$ cat src/hw/rtl/jas_pkg.sv
// Shared types, constants and request codes for the journaled access set.
`default_nettype none
package jas_pkg;

	localparam int ENTRIES = 64;
	localparam int IDX_W   = (ENTRIES > 1) ? $clog2(ENTRIES) : 1;
	localparam int CNT_W   = $clog2(ENTRIES + 1);
	localparam int REQ_W   = 3;
	localparam int SNAP_W  = 7;
	localparam int DEPTH_W = 7;

	localparam logic [REQ_W-1:0] REQ_TOUCH_ADDR = 3'd0;
	localparam logic [REQ_W-1:0] REQ_TOUCH_SLOT = 3'd1;
	localparam logic [REQ_W-1:0] REQ_QUERY_ADDR = 3'd2;
	localparam logic [REQ_W-1:0] REQ_QUERY_SLOT = 3'd3;
	localparam logic [REQ_W-1:0] REQ_REVERT     = 3'd4;

	typedef struct packed {
		logic        is_slot;
		logic [31:0] addr_high;
		logic [63:0] addr_mid;
		logic [63:0] addr_low;
		logic [63:0] slot_w3;
		logic [63:0] slot_w2;
		logic [63:0] slot_w1;
		logic [63:0] slot_w0;
	} key_t;

	// Control broadcast from the sequencer to every cell
	typedef struct packed {
		logic             we;
		logic [IDX_W-1:0] wr_idx;
		logic [CNT_W-1:0] fill;
	} cell_ctl_t;

	typedef enum logic {
		ST_IDLE,
		ST_RES
	} state_t;

endpackage
`default_nettype wire

$ cat src/hw/rtl/jas_cell.sv
// One storage cell: holds an entry, compares it with the incoming key, extends the hit chain.
`default_nettype none
module jas_cell (
	input  wire logic                      clk,
	input  wire logic [jas_pkg::IDX_W-1:0] idx,
	input  wire logic                      cmp_en,
	input  wire jas_pkg::key_t             cmp_key,
	input  wire jas_pkg::key_t             wr_key,
	input  wire jas_pkg::cell_ctl_t        ctl,
	input  wire logic                      hit_in,
	output logic                           hit_out
);

	jas_pkg::key_t entry_q;
	logic          match_q;
	logic          match_d;
	logic          occupied;

	// Compare the key: slot words count only for slot entries
	always_comb begin
		match_d = (entry_q.is_slot == cmp_key.is_slot) &&
		          (entry_q.addr_high == cmp_key.addr_high) &&
		          (entry_q.addr_mid == cmp_key.addr_mid) &&
		          (entry_q.addr_low == cmp_key.addr_low);
		if (cmp_key.is_slot) begin
			match_d = match_d &&
			          (entry_q.slot_w3 == cmp_key.slot_w3) &&
			          (entry_q.slot_w2 == cmp_key.slot_w2) &&
			          (entry_q.slot_w1 == cmp_key.slot_w1) &&
			          (entry_q.slot_w0 == cmp_key.slot_w0);
		end
	end

	// Capture the compare as the item is taken
	always_ff @(posedge clk) begin
		if (cmp_en) begin
			match_q <= match_d;
		end
	end

	// Store a pushed entry when this cell is the top of the stack
	always_ff @(posedge clk) begin
		if (ctl.we && (ctl.wr_idx == idx)) begin
			entry_q <= wr_key;
		end
	end

	// Only cells below the fill count take part
	assign occupied = ({1'b0, idx} < (jas_pkg::IDX_W + 1)'(ctl.fill));
	assign hit_out  = hit_in | (match_q & occupied);

endmodule
`default_nettype wire

$ cat config.mk
export PLATFORM = sky130hd
export DESIGN_NAME = jas_cell
export DESIGN_NICKNAME = d
export VERILOG_FILES = /design/src/hw/rtl/jas_pkg.sv /design/src/hw/rtl/jas_cell.sv
export SDC_FILE = /design/constraint.sdc
export NUM_CORES = 1
export LEC_CHECK = 0
export BUFFER_PORTS_ARGS = -buffer_cell sky130_fd_sc_hd__clkbuf_2
export CAP_MARGIN = 15
export CORE_AREA = 8 8 332 334
export DETAILED_ROUTE_END_ITERATION = 8
export DIE_AREA = 0 0 340 342
export GPL_ROUTABILITY_DRIVEN = 0
export RECOVER_POWER = 50
export SLEW_MARGIN = 40
export SYNTH_ARGS = -nofsm -noshare
export SYNTH_HDL_FRONTEND = slang
export SYNTH_SLANG_ARGS = --single-unit
$ cat constraint.sdc
create_clock -name clk -period 59.9 [get_ports clk]
set_input_delay 2.995 -clock clk [delete_from_list [all_inputs] [get_ports clk]]
set_output_delay 2.995 -clock clk [all_outputs]
set_load 0.05 [all_outputs]
==> results.py <==
metrics = {
    "logic_synthesis": {
        "synthTopCellsByCount": "418 x edfxtp_1, 236 x xnor2_1, 140 x xor2_1",
        "ys_async_sr_fraction": 0,
        "ys_seq_area_frac": 0.718,
        "synthTopCellsByArea": "edfxtp_1 72%, xnor2_1 12%, xor2_1 7.0%",
        "synth-seq-cells": 418,
        "synth_edf_count": 418,
        "syn_nets": 1920,
        "synth.top_cell.area_share": 0.718,
        "synthCells": 1058,
        "syn_area_per_cell_um2": 16.5,
        "yosysWarnings": 0,
        "ys_types": 31,
        "yosysTopAreaCell": "edfxtp_1",
        "yosys.cell_count.top_type": "edfxtp_1",
        "synthesis.area_um2": 17500,
        "synth_top_flop_cell": "edfxtp_1",
    },
    "drt": {
        "wl_mm": 83.4,
        "postRouteAntennaNets": 0,
        "vias_per_cell": 3.75,
        "first_pass_iters": 5,
        "drt-wirelength-per-cell_um": 24.3,
        "drc": 0,
        "drt_iter0_markers": 732,
        "num_vias": 12800,
    },
    "global_routing": {
        "grt_pass1_wl_mm": 110,
        "grt_pass1_vias": 13900,
        "use_met1": 0.151,
        "grt_use_met3": 0.0515,
        "overflow": 0,
        "track_usage": 0.135,
        "grtUsageMet2": 0.238,
        "grt_max_degree": 97,
        "grt_antenna_before_repair": 47,
        "top_usage_layer": "met2",
    },
    "layout": {
        "seqCellArea_um2": 12600,
        "nNetsFinal": 2843,
        "multi_input_area_um2": 4770,
        "areaGrowthSynthToFinish_pct": 44.6,
        "drive_gt1_frac": 0.440,
        "nFillCells": 11200,
    },
    "clock_network": {
        "cts_buffers": 53,
        "insertion_delay_ns": 0.62,
        "cts_resized": 0,
        "htreeDepth": 2,
        "post-cts-setup-buffers": 0,
        "cts_tree": "yes",
        "cts_root_buf": "clkbuf_16",
        "cts.sinks": 418,
        "clockBufferDepth": 3,
        "clkTransAtPathRegs_ns": 0.05,
        "ctsHoldBuffers": 0,
    },
    "critical_path": {
        "cp_data_required_time_ns": 56.90,
        "r2r_setup_slack_ns": 56.61,
        "startpoint_type": "input pin",
        "cp.arrival_ns": 4.53,
        "reg2reg_from": "entry_q[162]",
        "cp-end-kind": "output pin",
        "reg2reg_depth": 8,
        "crit_path_max_fanout": 1,
        "path_class": "input pin to output pin",
        "reg2reg_to": "match_q",
    },
    "sta": {
        "fin_ws_ns": 52.38,
        "rsz0062_at_grt": "false",
        "tightest_slew_ns": 0.870,
        "relSlewSlack": 0.415,
        "fin_crit_ns": 7.52,
        "finalHoldViolCount": 0,
        "fmax_ghz": 0.133,
        "setup_tns_ns": 0,
        "drv_slew": 0,
        "finalClockSkew_ns": 0.0219,
        "period_share": 0.126,
        "setup_viol": 0,
    },
    "run_status": {
        "status": "completed",
    },
    "min_path": {
        "min_delay_path_depth": 5,
        "hold_end": "match_q",
        "hp-class": "register to register",
        "hp-start": "entry_q[289]",
    },
    "place": {
        "hpwl_mm": 71.5,
        "preCtsSetupSlack_ns": 52.42,
        "numPortBuffers": 857,
    },
    "pwr": {
        "cellPowerDensity_nw_per_um2": 27.3,
        "p_leak_uw": 0.00960,
        "ir_drop_uv": 24.8,
    },
    "floorplan": {
        "fp.coreArea_um2": 105000,
        "die_area_um2": 116000,
        "dieHeight_um": 342,
        "initial_core_util": 0.167,
        "rows": 119,
        "die_w_um": 340,
        "num_io_pins": 858,
    },
    "job": {
        "maxCapViolations": 0,
    },
}
-- flip-flops by register name (all words and copies together) (netlist names) --
register  cells
entry_q     417
match_q       1
-- cells by family after synthesis --
family | Yosys count | synth area share
flip-flops | 418 | 0.718
buffers and inverters | 50 | 0.0107
AO/OA/AOI/OAI | 47 | 0.0215
AND/OR/NAND/NOR | 162 | 0.0574
XOR/XNOR | 376 | 0.188
adder cells (fa/ha/maj) | 5 | 0.00358
-- metal layers --
layer | routed length (um) | vias to the layer above
met5 | 53 | -
met4 | 2700 | 8
met3 | 7760 | 152
met2 | 41500 | 699
met1 | 31400 | 6142
li1 | - | 5840
-- critical path: stages --
cell and delay (ns):
clkbuf_2 0.08, inv_1 0.05, ha_1 0.27, a21o_1 0.17, a21o_1 0.17, a21oi_1 0.16, nor2b_1 0.06, o21ai_1 0.13
a221o_1 0.17, clkbuf_2 0.28
-- how the worst max path moves through the flow --
stage | start | end | cells after the start
after detailed placement | ctl[1] | hit_out | 10
after CTS | ctl[1] | hit_out | 10
after global placement | ctl[1] | hit_out | 10
after global routing | ctl[1] | hit_out | 10
after floorplan | ctl[10] | entry_q[0] | 2
final | ctl[1] | hit_out | 10
-- where the power goes --
group	internal [uW]	total, uW	switching (uW)
registers	326	328	1.95
logic	30.2	54.0	23.8
clock network	176	309	133
total	532	690	159
-- placed cells by master (no fill, tap or decap), drive strengths merged, types with 5 or more instances in the layout --
cell type / Yosys / routed
o2bb2ai: 5 / 5
xor2: 140 / 140
a221oi: 5 / 5
o22ai: 14 / 14
ha: 5 / 5
nand4: 71 / 71
nor2b: 5 / 5
buf: 0 / 11
diode: 0 / 11
a22o: 6 / 6
clkbuf: 0 / 920
nand3: 6 / 6
inv: 48 / 52
o2111ai: 5 / 5
nor4: 58 / 58
edfxtp: 418 / 418
clkinv: 2 / 28
nand2b: 16 / 16
xnor2: 236 / 236
-- layout make-up --
cell class              instances  area share
inverters                      50     0.00743
repair buffers                868       0.172
flip-flops and latches        418       0.497
clock inverters                36      0.0113
diodes                         11     0.00109
clock buffers                  63      0.0540
multi-input cells             590       0.189
well taps                    1391      0.0689
-- stage by stage --
stage | instance area, um^2 | cells | util | hold slack, ns | power (uW)
after floorplan | 17500 | 1058 | - | 0.741 | 353
after global placement | 23600 | 3315 | 0.225 | 0.831 | 388
after detailed placement | 23700 | 3317 | 0.226 | 0.828 | 389
after CTS | 25300 | 3416 | 0.242 | 0.843 | 704
after global routing | 25200 | 3417 | 0.241 | 0.894 | 716
final | 25300 | 3427 | 0.241 | 0.841 | 690
Note: power is estimated with default switching activity, not from simulation.
