$ cat src/hw/rtl/jas_pkg.sv
// Shared types, constants and request codes for the journaled access set.
`default_nettype none
package jas_pkg;

	localparam int ENTRIES = 64;
	localparam int IDX_W   = (ENTRIES > 1) ? $clog2(ENTRIES) : 1;
	localparam int CNT_W   = $clog2(ENTRIES + 1);
	localparam int REQ_W   = 3;
	localparam int SNAP_W  = 7;
	localparam int DEPTH_W = 7;

	localparam logic [REQ_W-1:0] REQ_TOUCH_ADDR = 3'd0;
	localparam logic [REQ_W-1:0] REQ_TOUCH_SLOT = 3'd1;
	localparam logic [REQ_W-1:0] REQ_QUERY_ADDR = 3'd2;
	localparam logic [REQ_W-1:0] REQ_QUERY_SLOT = 3'd3;
	localparam logic [REQ_W-1:0] REQ_REVERT     = 3'd4;

	typedef struct packed {
		logic        is_slot;
		logic [31:0] addr_high;
		logic [63:0] addr_mid;
		logic [63:0] addr_low;
		logic [63:0] slot_w3;
		logic [63:0] slot_w2;
		logic [63:0] slot_w1;
		logic [63:0] slot_w0;
	} key_t;

	// Control broadcast from the sequencer to every cell
	typedef struct packed {
		logic             we;
		logic [IDX_W-1:0] wr_idx;
		logic [CNT_W-1:0] fill;
	} cell_ctl_t;

	typedef enum logic {
		ST_IDLE,
		ST_RES
	} state_t;

endpackage
`default_nettype wire

$ cat src/hw/rtl/jas_ctrl.sv
// Sequencer: fill count, request decode, result register and cell write control.
`default_nettype none
module jas_ctrl (
	input  wire logic                       clk,
	input  wire logic                       arst_n,
	input  wire logic                       acc,
	input  wire logic [jas_pkg::REQ_W-1:0]  req_type,
	input  wire logic [jas_pkg::SNAP_W-1:0] snapshot_id,
	input  wire logic                       hit,
	input  wire logic                       out_ready,
	output logic                            in_ready,
	output jas_pkg::cell_ctl_t              ctl,
	output logic                            out_valid,
	output logic                            out_warm,
	output logic [jas_pkg::DEPTH_W-1:0]     out_depth,
	output logic                            out_full
);

	jas_pkg::state_t            state_q, state_d;
	logic [jas_pkg::REQ_W-1:0]  op_q;
	logic [jas_pkg::SNAP_W-1:0] snap_q;
	logic [jas_pkg::CNT_W-1:0]  fill_q, fill_d;
	logic                       out_valid_q;
	logic                       warm_q, full_q;
	logic [jas_pkg::DEPTH_W-1:0] depth_q;

	logic fire;
	logic is_lookup, is_touch;
	logic warm_d, full_d, push;
	logic room;

	// Next state
	always_comb begin
		state_d = state_q;
		case (state_q)
			jas_pkg::ST_IDLE: begin
				if (acc) begin
					state_d = jas_pkg::ST_RES;
				end
			end
			jas_pkg::ST_RES: begin
				if (fire) begin
					state_d = jas_pkg::ST_IDLE;
				end
			end
			default: state_d = jas_pkg::ST_IDLE;
		endcase
	end

	// Outputs of the sequencer
	always_comb begin
		in_ready = 1'b0;
		fire     = 1'b0;
		case (state_q)
			jas_pkg::ST_IDLE: in_ready = 1'b1;
			jas_pkg::ST_RES:  fire = !out_valid_q || out_ready;
			default: begin
				in_ready = 1'b0;
				fire     = 1'b0;
			end
		endcase
	end

	// Decode the held request against the hit chain
	always_comb begin
		is_lookup = op_q inside {jas_pkg::REQ_TOUCH_ADDR, jas_pkg::REQ_TOUCH_SLOT,
		                         jas_pkg::REQ_QUERY_ADDR, jas_pkg::REQ_QUERY_SLOT};
		is_touch  = op_q inside {jas_pkg::REQ_TOUCH_ADDR, jas_pkg::REQ_TOUCH_SLOT};
		room      = (fill_q < jas_pkg::CNT_W'(jas_pkg::ENTRIES));
		warm_d    = is_lookup && hit;
		push      = is_touch && !hit && room;
		full_d    = is_touch && !hit && !room;
		fill_d    = fill_q;
		if (push) begin
			fill_d = fill_q + jas_pkg::CNT_W'(1);
		end else if ((op_q == jas_pkg::REQ_REVERT) &&
		             ((jas_pkg::CNT_W + jas_pkg::SNAP_W)'(snap_q) <=
		              (jas_pkg::CNT_W + jas_pkg::SNAP_W)'(fill_q))) begin
			fill_d = jas_pkg::CNT_W'(snap_q);
		end
	end

	assign ctl.we     = fire && push;
	assign ctl.wr_idx = fill_q[jas_pkg::IDX_W-1:0];
	assign ctl.fill   = fill_q;

	// Hold the request code and revert depth for the result cycle
	always_ff @(posedge clk) begin
		if (acc) begin
			op_q   <= req_type;
			snap_q <= snapshot_id;
		end
	end

	// Advance state and fill count
	always_ff @(posedge clk or negedge arst_n) begin
		if (!arst_n) begin
			state_q <= jas_pkg::ST_IDLE;
			fill_q  <= '0;
		end else begin
			state_q <= state_d;
			if (fire) begin
				fill_q <= fill_d;
			end
		end
	end

	// Result register: load on completion, drop once taken
	always_ff @(posedge clk or negedge arst_n) begin
		if (!arst_n) begin
			out_valid_q <= 1'b0;
		end else if (fire) begin
			out_valid_q <= 1'b1;
		end else if (out_ready) begin
			out_valid_q <= 1'b0;
		end
	end

	always_ff @(posedge clk) begin
		if (fire) begin
			warm_q  <= warm_d;
			full_q  <= full_d;
			depth_q <= jas_pkg::DEPTH_W'(fill_d);
		end
	end

	assign out_valid = out_valid_q;
	assign out_warm  = warm_q;
	assign out_full  = full_q;
	assign out_depth = depth_q;

endmodule
`default_nettype wire

$ cat config.mk
export PLATFORM = sky130hd
export DESIGN_NAME = jas_ctrl
export DESIGN_NICKNAME = d
export VERILOG_FILES = /design/src/hw/rtl/jas_pkg.sv /design/src/hw/rtl/jas_ctrl.sv
export SDC_FILE = /design/constraint.sdc
export NUM_CORES = 1
export LEC_CHECK = 0
export ABC_CLOCK_PERIOD_IN_PS = 2400
export BUFFER_PORTS_ARGS = -buffer_cell sky130_fd_sc_hd__buf_2
export CAP_MARGIN = 25
export CORE_ASPECT_RATIO = 1.4
export CORE_MARGIN = 4
export CORE_UTILIZATION = 40
export CTS_BUF_LIST = sky130_fd_sc_hd__clkbuf_2
export CTS_CLUSTER_SIZE = 14
export DETAILED_ROUTE_END_ITERATION = 16
export PLACE_DENSITY = 0.61
export REMOVE_ABC_BUFFERS = 1
export SLEW_MARGIN = 20
export SYNTH_ARGS = -nofsm -noshare
export SYNTH_HDL_FRONTEND = slang
export SYNTH_SLANG_ARGS = --single-unit
$ cat constraint.sdc
create_clock -name clk -period 2.4 [get_ports clk]
set_input_delay 0.36 -clock clk [delete_from_list [all_inputs] [get_ports clk]]
set_output_delay 0.36 -clock clk [all_outputs]
set_load 0.03 [all_outputs]
==> results.yml <==
cts:
  clock-sinks: 28
  root_buffer: "clkbuf_2"
  tritoncts: "yes"
  cts_inserted_buffers: 3
  post_cts.repair.setup_buffers: 0
  ctsLongestPathBuffers: 2
  worstSkewPairLatency_ns: 0.38
  clkTransAtPathRegs_ns: 0.28
  h-tree-depth: 1
grt:
  grt_pass1_vias: 1190
  grt_start_max_net_pins: 17
  grt_util_all_layers_pct: 15.32
  grt_pass1_wl_um: 5616
  antenna_found_initial: 0
  grt_overflow: 0
synthesis:
  synthDistinctLibCells: 29
  synthSimpleGateAreaFrac_pct: 18.34
  synth-seq-area-share_pct: 53.99
  synthesis.area_mm2: 0.001474
  synthAdderAreaFrac_pct: 6.791
  async_flop_share_pct: 32.14
  avgSynthCellArea_um2: 10.92
  synth_edf_count: 19
  yosys.area_share.xor_xnor_pct: 0
  yosysWarnings: 0
  synthCells: 135
  synth-main-ff-cell: "edfxtp_1"
  synth-compound-area-share_pct: 13.41
  synthMuxAreaShare_pct: 1.358
  ys_ff_latch: 28
  synth_top_family_by_area: "simple AND/OR/NAND/NOR gates"
final_layout:
  drive_above_1_share_pct: 32.58
  nets: 202
  fin_util_pct: 51.21
  fill_cells: 329
  mostFrequentLayoutCell: "buf_2"
  design_area_mm2: 0.001778
  final_cell_mix: "buf_2, edfxtp_1, nand2_1"
  insertedDiodeCount: 0
  syn2layout_area_growth_pct: 20.63
min_path:
  worst_hold_path.endpoint: "snap_q[2]"
  min_from: "snapshot_id[2]"
  worstHoldPathType: "in -> reg"
  hold-path-cell-count: 1
timing:
  tns_ns: 0
  worst_pin_slew_ns: 0.3880
  rsz0062_at_grt: "no"
  timing.final.ws_setup_ns: 0.1688
  period_minus_slack_ns: 2.231
  hold_slack_ns: 0.1265
  hold_violations: 0
  min_period_over_period_pct: 92.97
  setup_violations: 0
  final_max_slew_viol_count: 0
  fin_worst_skew_ns: 0.01112
  fmax_ghz: 0.4482
  relSlewSlack_pct: 74.13
floorplanning:
  coreArea_mm2: 0.003472
  placementRows: 25
  chipWidth_um: 59.30
  dieArea_mm2: 0.004734
  die_h_um: 79.83
  boundaryPins: 40
  start_util_pct: 42.45
worst_setup_path:
  cp-start-kind: "flip-flop"
  worstSetupPathType: "reg -> out"
  reg2reg_from: "fill_q[6]"
  endpoint_kind: "output port"
  r2r_setup_slack_ns: 0.24
  cp_max_fo: 12
  rr_endpoint: "fill_q[4]"
  required_ns: 2.04
  worstPathArrival_ns: 1.87
  ff2ff_path_depth: 7
  critPathLaunch: "op_q[2]"
route:
  drt_iter0_markers: 70
  viasPerCell: 5.734
  vias: 1250
  detail-route-antenna-nets: 0
  dr.pass1.iters: 4
  routedWlPerCell_um: 15.75
  wl_um: 3433
  post-route-drc-count: 0
pwr:
  p_leak_uw: 0.0007808
  peakVddDrop_mv: 0.6453
  power.density_mw_per_mm2: 1283
run_status:
  run_status: "finished, final reports clean"
placed_design:
  dpl_cell_area_mm2: 0.001719
  numPortBuffers: 39
  place_worst_setup_slack_ns: 0.3039
  hpwl_um: 2688
  gp_congestion: 0.9161
job:
  max_cap_viol_count: 0
critical path, stage by stage (launching register included):
cell and delay, ns:
edfxtp_1 0.50, or4_4 0.66, nor2_1 0.13, buf_2 0.20
worst max-delay path by stage:
stage / depth (start not counted) / to / slack [ns]
2_1_floorplan: 7 / fill_q[6] / 0.08
5_1_grt: 7 / out_depth[4] / 0.05
6_report: 3 / ctl[13] / 0.17
4_1_cts: 3 / ctl[13] / 0.15
3_5_place_dp: 7 / fill_q[4] / 0.30
3_3_place_gp: 7 / fill_q[2] / 0.41
cell type report:
class / instances / area (um^2) / area share (%)
clock buffer: 3 / 15.01 / 0.8445
sequential: 28 / 795.8 / 44.76
multi-input combinational: 89 / 591.8 / 33.29
clock inverter: 1 / 30.03 / 1.689
timing repair buffer: 47 / 257.7 / 14.50
tap: 40 / 50.05 / 2.815
inverter: 10 / 37.54 / 2.111
what timing repair did:
item                                    in CTS  in global routing
hold buffers                                 1                  0
resized for setup                            1                  0
endpoints found under the setup margin       1                  0
endpoints found under the hold margin        9                  0
registers in the layout, summed over array words and instances (netlist names):
| name | count |
|---|---|
| snap_q | 7 |
| state_q | 1 |
| op_q | 3 |
| out_full | 1 |
| fill_q | 7 |
| out_warm | 1 |
| out_valid | 1 |
| out_depth | 7 |
report_power, final:
group,internal (uW),switching [uW]
Clock,143,146
Sequential,697,96.3
Combinational,394,804
logic make-up after synthesis:
| group | after synthesis |
|---|---|
| and+or+nand+nor | 51 |
| AOI/OAI and AO/OA | 28 |
| DFF | 28 |
| buffers and inverters | 18 |
| adders and majority gates | 8 |
| muxes | 2 |
per-layer routing:
layer / wire, um / vias to the layer above / global-route usage [%]
met5: 0 / - / 0
met4: 63 / 0 / 5.442
met3: 191 / 7 / 1.456
met2: 1787 / 48 / 25.82
met1: 1390 / 604 / 19.94
li1: - / 591 / -
metrics by stage:
stage	std cells	power (uW)
2_1_floorplan	127	1595
6_report	218	2281
3_5_place_dp	213	2007
4_1_cts	218	2296
3_3_place_gp	213	1983
5_1_grt	218	2426
cell usage after synthesis, drive strengths merged, types with 2 or more instances:
library cell | count | share of area [%]
dfrtp | 9 | 15
mux2i | 2 | 1.4
inv | 10 | 2.5
nand4 | 5 | 2.1
nor4 | 4 | 1.7
o22a | 2 | 1.3
nand2 | 11 | 2.8
o211ai | 3 | 1.5
or4 | 2 | 1.0
clkbuf | 2 | 0.51
nor2 | 8 | 2.0
o21ai | 6 | 2.0
edfxtp | 19 | 39
buf | 6 | 3.1
nand3 | 5 | 1.7
ha | 8 | 6.8
and3 | 7 | 3.0
nor3 | 5 | 1.7
o221a | 4 | 3.1
a21oi | 9 | 3.1
Power figures use the tool's default switching activity.
